### src/rtl/imsbe_pkg.sv
// Shared types, widths and register codes for the IR mark/space bit encoder.
package imsbe_pkg;

    localparam int UnitW     = 16;
    localparam int LenW      = 18;
    localparam int MaxRes    = 3;
    localparam int ResCntW   = 2;
    localparam int FifoDepth = 4;
    localparam int FifoAw    = 2;
    localparam int FifoCntW  = 3;
    localparam int InDataW   = 8;
    localparam int OutDataW  = 24;
    localparam int CfgAddrW  = 3;
    localparam int CfgDataW  = 32;

    localparam logic MODE_MANCHESTER = 1'b0;
    localparam logic MODE_PULSE_DIST = 1'b1;

    typedef enum logic [0:0] {
        REG_UNIT_LENGTH = 1'b0,
        REG_CODING_MODE = 1'b1
    } reg_idx_t;

    typedef logic [LenW-1:0] len_t;

    typedef struct packed {
        len_t run_length;
        logic is_mark;
        logic final_run;
    } result_t;

    typedef struct packed {
        logic [UnitW-1:0] unit_length;
        logic             coding_mode;
    } cfg_t;

    // Result beats produced by one input item, beat[0] first.
    typedef struct packed {
        logic [ResCntW-1:0]       count;
        result_t [MaxRes-1:0]     beat;
    } push_t;

endpackage

### src/rtl/imsbe_cfg.sv
// APB register file: unit length and coding mode.
module imsbe_cfg
    import imsbe_pkg::*;
(
    input  logic                clk,
    input  logic                rst_n,
    input  logic                psel,
    input  logic                penable,
    input  logic                pwrite,
    input  logic [CfgAddrW-1:0] paddr,
    input  logic [CfgDataW-1:0] pwdata,
    output logic [CfgDataW-1:0] prdata,
    output logic                pready,
    output cfg_t                cfg
);

    cfg_t     cfg_reg;
    cfg_t     cfg_next;
    reg_idx_t idx;
    logic     wr_en;

    assign pready = 1'b1;
    assign idx    = reg_idx_t'(paddr[2]);
    assign wr_en  = psel && penable && pwrite && pready;

    always_comb
    begin
        cfg_next = cfg_reg;
        if (wr_en)
        begin
            unique case (idx)
                REG_UNIT_LENGTH: cfg_next.unit_length = pwdata[UnitW-1:0];
                REG_CODING_MODE: cfg_next.coding_mode = pwdata[0];
                default:         cfg_next = cfg_reg;
            endcase
        end
    end

    always_comb
    begin
        unique case (idx)
            REG_UNIT_LENGTH: prdata = {{(CfgDataW-UnitW){1'b0}}, cfg_reg.unit_length};
            REG_CODING_MODE: prdata = {{(CfgDataW-1){1'b0}}, cfg_reg.coding_mode};
            default:         prdata = '0;
        endcase
    end

    always_ff @(posedge clk or negedge rst_n)
    begin
        if (!rst_n)
        begin
            cfg_reg <= '0;
        end
        else
        begin
            cfg_reg <= cfg_next;
        end
    end

    assign cfg = cfg_reg;

endmodule

### src/rtl/imsbe_step.sv
// Per-bit encoder: splits a code bit into two halves and merges them into runs.
module imsbe_step
    import imsbe_pkg::*;
(
    input  logic  clk,
    input  logic  rst_n,
    input  logic  accept,
    input  logic  code_bit,
    input  logic  frame_end,
    input  cfg_t  cfg,
    output push_t push
);

    logic run_started_reg;
    logic run_started_next;
    logic run_level_reg;
    logic run_level_next;
    len_t pending_length_reg;
    len_t pending_length_next;

    always_comb
    begin : encode
        logic               st;
        logic               lvl;
        len_t               pend;
        logic [ResCntW-1:0] n;
        logic [LenW:0]      sum;
        len_t               u1;
        len_t               u3;
        logic [1:0]         h_lvl;
        len_t               h_len [2];

        u1 = {{(LenW-UnitW){1'b0}}, cfg.unit_length};
        u3 = u1 + {u1[LenW-2:0], 1'b0};

        if (cfg.coding_mode == MODE_MANCHESTER)
        begin
            h_lvl[0] = ~code_bit;
            h_lvl[1] = code_bit;
            h_len[0] = u1;
            h_len[1] = u1;
        end
        else
        begin
            h_lvl[0] = 1'b1;
            h_lvl[1] = 1'b0;
            h_len[0] = u1;
            h_len[1] = code_bit ? u3 : u1;
        end

        st        = run_started_reg;
        lvl       = run_level_reg;
        pend      = pending_length_reg;
        n         = '0;
        sum       = '0;
        push.beat = '0;

        for (int k = 0; k < 2; k++)
        begin
            if (!st)
            begin
                // Frame opening on a space: lead with an empty mark.
                if (!h_lvl[k])
                begin
                    push.beat[n] = '{run_length: '0, is_mark: 1'b1, final_run: 1'b0};
                    n = n + 1'b1;
                end
                st   = 1'b1;
                lvl  = h_lvl[k];
                pend = h_len[k];
            end
            else if (h_lvl[k] == lvl)
            begin
                sum  = {1'b0, pend} + {1'b0, h_len[k]};
                pend = sum[LenW] ? '1 : sum[LenW-1:0];
            end
            else
            begin
                push.beat[n] = '{run_length: pend, is_mark: lvl, final_run: 1'b0};
                n    = n + 1'b1;
                lvl  = h_lvl[k];
                pend = h_len[k];
            end
        end

        // Flush the pending run and drop back to the idle frame state.
        if (frame_end)
        begin
            push.beat[n] = '{run_length: pend, is_mark: lvl, final_run: 1'b1};
            n    = n + 1'b1;
            st   = 1'b0;
            lvl  = 1'b0;
            pend = '0;
        end

        push.count          = n;
        run_started_next    = accept ? st   : run_started_reg;
        run_level_next      = accept ? lvl  : run_level_reg;
        pending_length_next = accept ? pend : pending_length_reg;
    end

    always_ff @(posedge clk or negedge rst_n)
    begin
        if (!rst_n)
        begin
            run_started_reg    <= 1'b0;
            run_level_reg      <= 1'b0;
            pending_length_reg <= '0;
        end
        else
        begin
            run_started_reg    <= run_started_next;
            run_level_reg      <= run_level_next;
            pending_length_reg <= pending_length_next;
        end
    end

endmodule

### src/rtl/imsbe_fifo.sv
// Result queue: takes up to three beats per cycle, drains one beat per cycle while out_ready is high.
module imsbe_fifo
    import imsbe_pkg::*;
(
    input  logic    clk,
    input  logic    rst_n,
    input  logic    push_en,
    input  push_t   push,
    output logic    room,
    output logic    out_valid,
    input  logic    out_ready,
    output result_t out_beat
);

    result_t             mem [FifoDepth];
    logic [FifoAw-1:0]   wr_ptr_reg;
    logic [FifoAw-1:0]   wr_ptr_next;
    logic [FifoAw-1:0]   rd_ptr_reg;
    logic [FifoAw-1:0]   rd_ptr_next;
    logic [FifoCntW-1:0] count_reg;
    logic [FifoCntW-1:0] count_next;
    logic [FifoCntW-1:0] push_cnt;
    logic                pop;

    assign out_valid = (count_reg != '0);
    assign pop       = out_valid && out_ready;
    assign room      = (count_reg <= FifoCntW'(FifoDepth - MaxRes));
    assign push_cnt  = push_en ? FifoCntW'(push.count) : '0;
    assign out_beat  = mem[rd_ptr_reg];

    assign wr_ptr_next = wr_ptr_reg + push_cnt[FifoAw-1:0];
    assign rd_ptr_next = rd_ptr_reg + FifoAw'(pop);
    assign count_next  = count_reg + push_cnt - FifoCntW'(pop);

    always_ff @(posedge clk)
    begin
        for (int k = 0; k < MaxRes; k++)
        begin
            if (push_en && (ResCntW'(k) < push.count))
            begin
                mem[wr_ptr_reg + FifoAw'(k)] <= push.beat[k];
            end
        end
    end

    always_ff @(posedge clk or negedge rst_n)
    begin
        if (!rst_n)
        begin
            wr_ptr_reg <= '0;
            rd_ptr_reg <= '0;
            count_reg  <= '0;
        end
        else
        begin
            wr_ptr_reg <= wr_ptr_next;
            rd_ptr_reg <= rd_ptr_next;
            count_reg  <= count_next;
        end
    end

endmodule

### src/rtl/ir_mark_space_bit_encoder_core.sv
// Top level of the IR mark/space bit encoder: stream in, stream out, APB setup.
//
//  channel   | direction | payload
//  ----------+-----------+-----------------------------------------------------
//  s_axis    | in        | tdata[0] code_bit, tlast frame_end
//  m_axis    | out       | tdata[17:0] run_length, tuser is_mark, tlast final_run
//  apb       | in/out    | 0x0 unit_length[15:0], 0x4 coding_mode[0]
//
// Each accepted bit is encoded in the cycle it is accepted and yields one to
// three beats, which enter a four-entry result queue and are offered on the
// output in order. The queue drains one beat per cycle while the output is
// ready; a stalled output holds the queue.
// A new bit is taken whenever the queue holds at most one beat, even while
// that beat is stalled on the output side.
// Reset clears the frame state, the registers and the queue; no clearing pass.
module ir_mark_space_bit_encoder_core
    import imsbe_pkg::*;
(
    input  logic                clk,
    input  logic                rst_n,
    // Input beats.
    input  logic                s_axis_tvalid,
    output logic                s_axis_tready,
    input  logic [InDataW-1:0]  s_axis_tdata,   // [0] code_bit, [7:1] zero
    input  logic                s_axis_tlast,   // frame_end
    // Result beats.
    output logic                m_axis_tvalid,
    input  logic                m_axis_tready,
    output logic [OutDataW-1:0] m_axis_tdata,   // [17:0] run_length, [23:18] zero
    output logic                m_axis_tuser,   // is_mark
    output logic                m_axis_tlast,   // final_run
    // Configuration.
    input  logic                psel,
    input  logic                penable,
    input  logic                pwrite,
    input  logic [CfgAddrW-1:0] paddr,
    input  logic [CfgDataW-1:0] pwdata,
    output logic [CfgDataW-1:0] prdata,
    output logic                pready
);

    cfg_t    cfg;
    push_t   push;
    result_t out_beat;
    logic    room;
    logic    accept;

    // Hold input off while the queue could not absorb a worst-case bit.
    assign s_axis_tready = room;
    assign accept        = s_axis_tvalid && s_axis_tready;

    imsbe_cfg u_cfg (
        .clk     (clk),
        .rst_n   (rst_n),
        .psel    (psel),
        .penable (penable),
        .pwrite  (pwrite),
        .paddr   (paddr),
        .pwdata  (pwdata),
        .prdata  (prdata),
        .pready  (pready),
        .cfg     (cfg)
    );

    // Encode the bit against the pending run; state advances on accept only.
    imsbe_step u_step (
        .clk       (clk),
        .rst_n     (rst_n),
        .accept    (accept),
        .code_bit  (s_axis_tdata[0]),
        .frame_end (s_axis_tlast),
        .cfg       (cfg),
        .push      (push)
    );

    imsbe_fifo u_fifo (
        .clk       (clk),
        .rst_n     (rst_n),
        .push_en   (accept),
        .push      (push),
        .room      (room),
        .out_valid (m_axis_tvalid),
        .out_ready (m_axis_tready),
        .out_beat  (out_beat)
    );

    assign m_axis_tdata = {{(OutDataW-LenW){1'b0}}, out_beat.run_length};
    assign m_axis_tuser = out_beat.is_mark;
    assign m_axis_tlast = out_beat.final_run;

endmodule

### config.mk
export PLATFORM = sky130hd
export DESIGN_NAME = ir_mark_space_bit_encoder_core
export DESIGN_NICKNAME = d
export VERILOG_FILES = /design/src/rtl/imsbe_pkg.sv /design/src/rtl/imsbe_cfg.sv /design/src/rtl/imsbe_step.sv /design/src/rtl/imsbe_fifo.sv /design/src/rtl/ir_mark_space_bit_encoder_core.sv
export SDC_FILE = /design/constraint.sdc
export NUM_CORES = 1
export LEC_CHECK = 0
export BUFFER_PORTS_ARGS = -buffer_cell sky130_fd_sc_hd__buf_2
export CORE_ASPECT_RATIO = 0.9
export CORE_MARGIN = 5
export CORE_UTILIZATION = 50
export DETAILED_ROUTE_END_ITERATION = 10
export PLACE_DENSITY = 0.77
export SYNTH_ARGS = -nofsm -noshare
export SYNTH_HDL_FRONTEND = slang
export SYNTH_HIERARCHICAL = 1
export SYNTH_SLANG_ARGS = --single-unit
export TNS_END_PERCENT = 5
### constraint.sdc
create_clock -name clk -period 8.2 [get_ports clk]
set_input_delay 0.41 -clock clk [delete_from_list [all_inputs] [get_ports clk]]
set_output_delay 0.41 -clock clk [all_outputs]
set_load 0.02 [all_outputs]
-- Word level (Yosys, flattened, before mapping)
Memory sizes are Yosys's and may differ from the RTL's.
Index checks and enable logic that the tools add are counted.
- register bits after elaboration: 44
- bits in writable memories: 80
- input port bits: 51
- output and inout bits: 61
- logic and storage cells: 82
- memories kept: 1
- memories (name ; words ; bits a word ; rd ports ; clocked after Yosys merged registers in ; wr ports ; line ; source):
    u_fifo.mem ; 4 ; 20 ; 1 ; 0 ; 3 ; imsbe_fifo.sv:15 ; result_t mem [FifoDepth];
- add/sub/neg operators: 11
- $lt $le $gt $ge: 8
- eq/ne operators: 2
- muxes and demuxes: 38
- bitwise gates (word level): 2
- reduce and logical (&&, ||, !) cells: 12
- operator list (operator ; number):
    18-bit 2-to-1 mux ; 8
    60-bit bitwise mux ; 2
    60-bit 2-to-1 mux ; 2
    20-bit demux with 2-bit select ; 2
    20-bit 2-to-1 mux ; 4
    32-bit one-hot mux with 2 select lines ; 1
    18-bit by 16-bit adder with 19-bit output ; 1
    18-bit by 18-bit adder with 19-bit output ; 1
    16-bit by 17-bit adder with 18-bit output ; 1
    1-bit 2-to-1 mux ; 13
    2-bit 2-to-1 mux ; 6
    1-bit logical AND ; 9
    2-bit by 1-bit adder with 2-bit output (second input constant) ; 3
    2-bit by 3-bit less-than comparator with 1-bit output (second input constant) ; 2
    2-bit by 1-bit greater-or-equal comparator with 1-bit output (second input constant) ; 2
    1-bit by 2-bit less-than comparator with 1-bit output (first input constant) ; 2
    2-bit AND reduction ; 2
    3-bit adder ; 1
    3-bit by 1-bit less-or-equal comparator with 1-bit output (second input constant) ; 1
    3-bit nonzero test ; 1
    3-bit by 1-bit subtractor with 3-bit output ; 1
    2-bit by 1-bit adder with 2-bit output ; 1
    2-bit adder ; 1
    2-bit adder (second input constant) ; 1
    other kinds (3) ; 5

-- Depth between registers and ports, before layout
- depth in word-level cells: 13
- depth in mapped cells: 24
- depth with buffers taken out: 21

-- Hierarchy
The synthesis kept the hierarchy.
- modules (own cells, without submodules) (module ; times used ; cells an instance ; area each (µm²) ; seq. area each (µm²)):
    imsbe_fifo ; 1 ; 336 ; 5385.2 ; 2577.5
    imsbe_step ; 1 ; 633 ; 4568.1 ; 500.5
    imsbe_cfg ; 1 ; 73 ; 945.9 ; 425.4
    ir_mark_space_bit_encoder_core ; 1 ; 8 ; 55.1 ; 0.0

-- Worst setup path before layout
OpenSTA, ideal clock, no wires.
- path kind: input-to-reg
- from: input port s_axis_tdata[0]
- to: memory u_fifo/mem[0][0] (netlist name), enable pin
- library setup time: 507 ps
- arrival time: 5530 ps
- required time: 7693 ps
- setup slack: 2163 ps
- stages on the path: 10
- path buffers: 0
- path through: nor2b_1 inv_1 ha_1 nand2_1 o21ai_0 inv_1 ha_1 xor2_1 a21oi_1 a2111oi_0
- RTL lines (element ; line ; source):
    start: declaration ; ir_mark_space_bit_encoder_core.sv:24 ; input logic [InDataW-1:0] s_axis_tdata,
    end: declaration ; imsbe_fifo.sv:15 ;

==> flow_summary.ini <==
[floorplanning]
die_w_um = 166
ios = 112
placeableCoreArea_um2 = 21600
die_h_um = 150
fp.dieArea_um2 = 25000
start_util = 0.506
num_rows = 51

[sta]
finalSetupViolations = 0
fmax_mhz = 152
fin_hold_ws_ps = 92.6
fin_setup_tns_ps = 0
finClkSkew_ps = 10.5
maxSlewHeadroom = 0.0998
grt_setup_unrepaired = false
finalCriticalPeriod_ps = 6600
fin_crit_sh = 0.804
hold_viol = 0
worst_slew_pin_slew_ps = 1350
drv_slew = 0

[clock_tree]
clk_latency_ps = 430
cts_resized = 0
post_cts_buffers = 0
tritoncts = done
hold_buffers = 0
cts.htree.levels = 4
cts-root-buf = clkbuf_16
cts_inserted_buffers = 17
cts.clk_slew.worst_paths_ps = 60
cts_num_sinks = 124
clockBufferDepth = 2

[drt]
drc_errors = 0
vias_per_cell = 6.20
dr.pass1.iters = 5
wl_um = 29200
wl_met3_um = 1760
wire_per_inst_um = 21.0
highest_layer = met4
dr_wl_met2_um = 14100
vias = 8625
first_iter_violations = 646
wl_met1_um = 12500
antenna_left = 0

[global_route]
grt_start_max_net_pins = 45
grt_pass1_wl_um = 46800
antenna_found_initial = 0
grt_usage = 0.234
overflow = 0
first_global_vias = 8681

[hold_path]
hp-class = input port to asynchronous set/reset pin

[logic_synthesis]
synthArstFlopShare = 0.355
synth_area_leader_cell = edfxtp_1
synth_common_cells = mux2_2, edfxtp_1, nor2_1
syn_inst = 1050
yosysWarnings = 6
syn-cell-area_um2 = 11000
syn-mean-instance-area_um2 = 10.4
synth_top_area_frac = 0.219
synth_cell_types = 73
synthFlopType = edfxtp_1
yosys-top-cells-area = edfxtp_1, dfrtp_1, mux2_2
yosysMostFrequentCell = mux2_2
ys_ff_latch = 124
synth-edff-count = 80
ys_seq_area_frac = 0.320

[flow_run]
drv_cap = 0

[pwr]
leakage_nw = 4.97
p_per_area_nw_per_um2 = 439
ir_drop_mv = 0.215
total_power_w = 0.00524

[place]
globalplace.congestion = 0.962
post-dp-hpwl_um = 20300
io_buffers = 63

[worst_setup_path]
crit_path_top_delay_cell = dfrtp_1
end_kind = flop
crit_required_ps = 8370
worstReg2RegEnd = u_fifo/mem[3][12]$_DFFE_PP_
crit_path_max_incr_delay_ps = 510
path_cells = inv_1 -> fa_1 -> nor2b_1 -> o31a_1 -> o21ai_1 -> a21oi_1 -> nor2_2 -> buf_4 -> a31oi_1 -> ha_1 -> a2111o_1 -> o221a_2 -> a41oi_2 -> o21ai_1 -> a211o_1 -> buf_4 -> o22ai_1 -> o21ai_0 -> mux2_1 -> mux2_2
crit_path_start_kind = flop
cp.depth = 20
crit_fanout = 13
r2r_start = u_cfg/cfg[2]$_DFFE_PN0P_
crit_type = flop to flop
crit_buf_inv = 3
crit_family = compound AO/OA/AOI/OAI gates
ff2ff_setup_slack_ps = 1600
rr_worst_depth = 20
cp_data_arrival_time_ps = 6770

[cells_and_area]
diodes = 0
drive_gt1_frac = 0.251
layout.nets = 1202
nFillCells = 1852
largest_register_ffs = 80
syn_to_final_growth_pct = 8.99

[status]
status = completed
## worst max-delay path by stage
stage                                   startpoint                           to  slack (ps)
final                     u_cfg/cfg[2]$_DFFE_PN0P_  u_fifo/mem[3][12]$_DFFE_PP_        1600
after CTS                 u_cfg/cfg[3]$_DFFE_PN0P_  u_fifo/mem[3][12]$_DFFE_PP_        1730
after global placement    u_cfg/cfg[3]$_DFFE_PN0P_  u_fifo/mem[3][12]$_DFFE_PP_        1870
after floorplan                    s_axis_tdata[0]   u_fifo/mem[0][0]$_DFFE_PP_        2160
after global routing      u_cfg/cfg[2]$_DFFE_PN0P_  u_fifo/mem[3][12]$_DFFE_PP_        1350
after detailed placement  u_cfg/cfg[3]$_DFFE_PN0P_  u_fifo/mem[3][12]$_DFFE_PP_        1810
## through the flow
step,utilization,instances,instance area [um^2],setup WS (ps)
finish,0.552,1392,11900,1600
global route,0.552,1392,11900,1350
CTS,0.552,1392,11900,1730
detailed placement,0.525,1360,11400,1810
global placement,0.525,1360,11400,1870
floorplan,-,1070,11000,2160
## layer usage
metal | track usage | vias up
met1 | 0.302 | 4169
met5 | 0 | -
li1 | - | 4039
met4 | 0.0903 | 0
met3 | 0.0333 | 65
met2 | 0.402 | 352
## where the power goes
part / internal (W) / switching (W)
combinational: 0.00146 / 0.00192
clock: 0.000448 / 0.000304
sequential: 0.000934 / 0.000177
## worst register-to-register path: stages, from the launching register on
cell and delay, ps:
dfrtp_1 510, inv_1 180, fa_1 480, nor2b_1 190, o31a_1 220, o21ai_1 160, a21oi_1 250, nor2_2 70
buf_4 200, a31oi_1 430, ha_1 340, a2111o_1 450, o221a_2 270, a41oi_2 280, o21ai_1 110, a211o_1 500
buf_4 300, o22ai_1 470, o21ai_0 310, mux2_1 370, mux2_2 270
## final cells by class
class / instances / area [um^2] / area share
repair buffers: 78 / 428 / 0.0358
well taps: 291 / 364 / 0.0305
multi-input cells: 834 / 6950 / 0.582
clock inverters: 14 / 145 / 0.0122
flip-flops and latches: 124 / 3500 / 0.293
clock buffers: 18 / 429 / 0.0359
inverters: 33 / 124 / 0.0104
## logic make-up after synthesis
family	count (synthesis)	share of synthesized area
AOI/OAI and AO/OA	268	0.171
xor gates and xnor gates	46	0.0368
adders and majority gates	64	0.0756
buffers and inverters	112	0.0552
DFF	124	0.320
muxes	201	0.237
other	3	0.00103
and+or+nand+nor	232	0.103
## cell usage in the layout, fill, tap and decap left out, types with 20 or more instances in the layout
master and instances:
a21oi_1 58, buf_2 63, conb_1 23, dfrtp_1 44, edfxtp_1 80, ha_1 59, inv_1 31, mux2_1 60
mux2_2 89, mux2_4 30, mux4_2 20, nand2_1 66, nor2_1 71, o21ai_0 55, xnor2_1 27
Note: power is estimated with default switching activity, not from simulation.
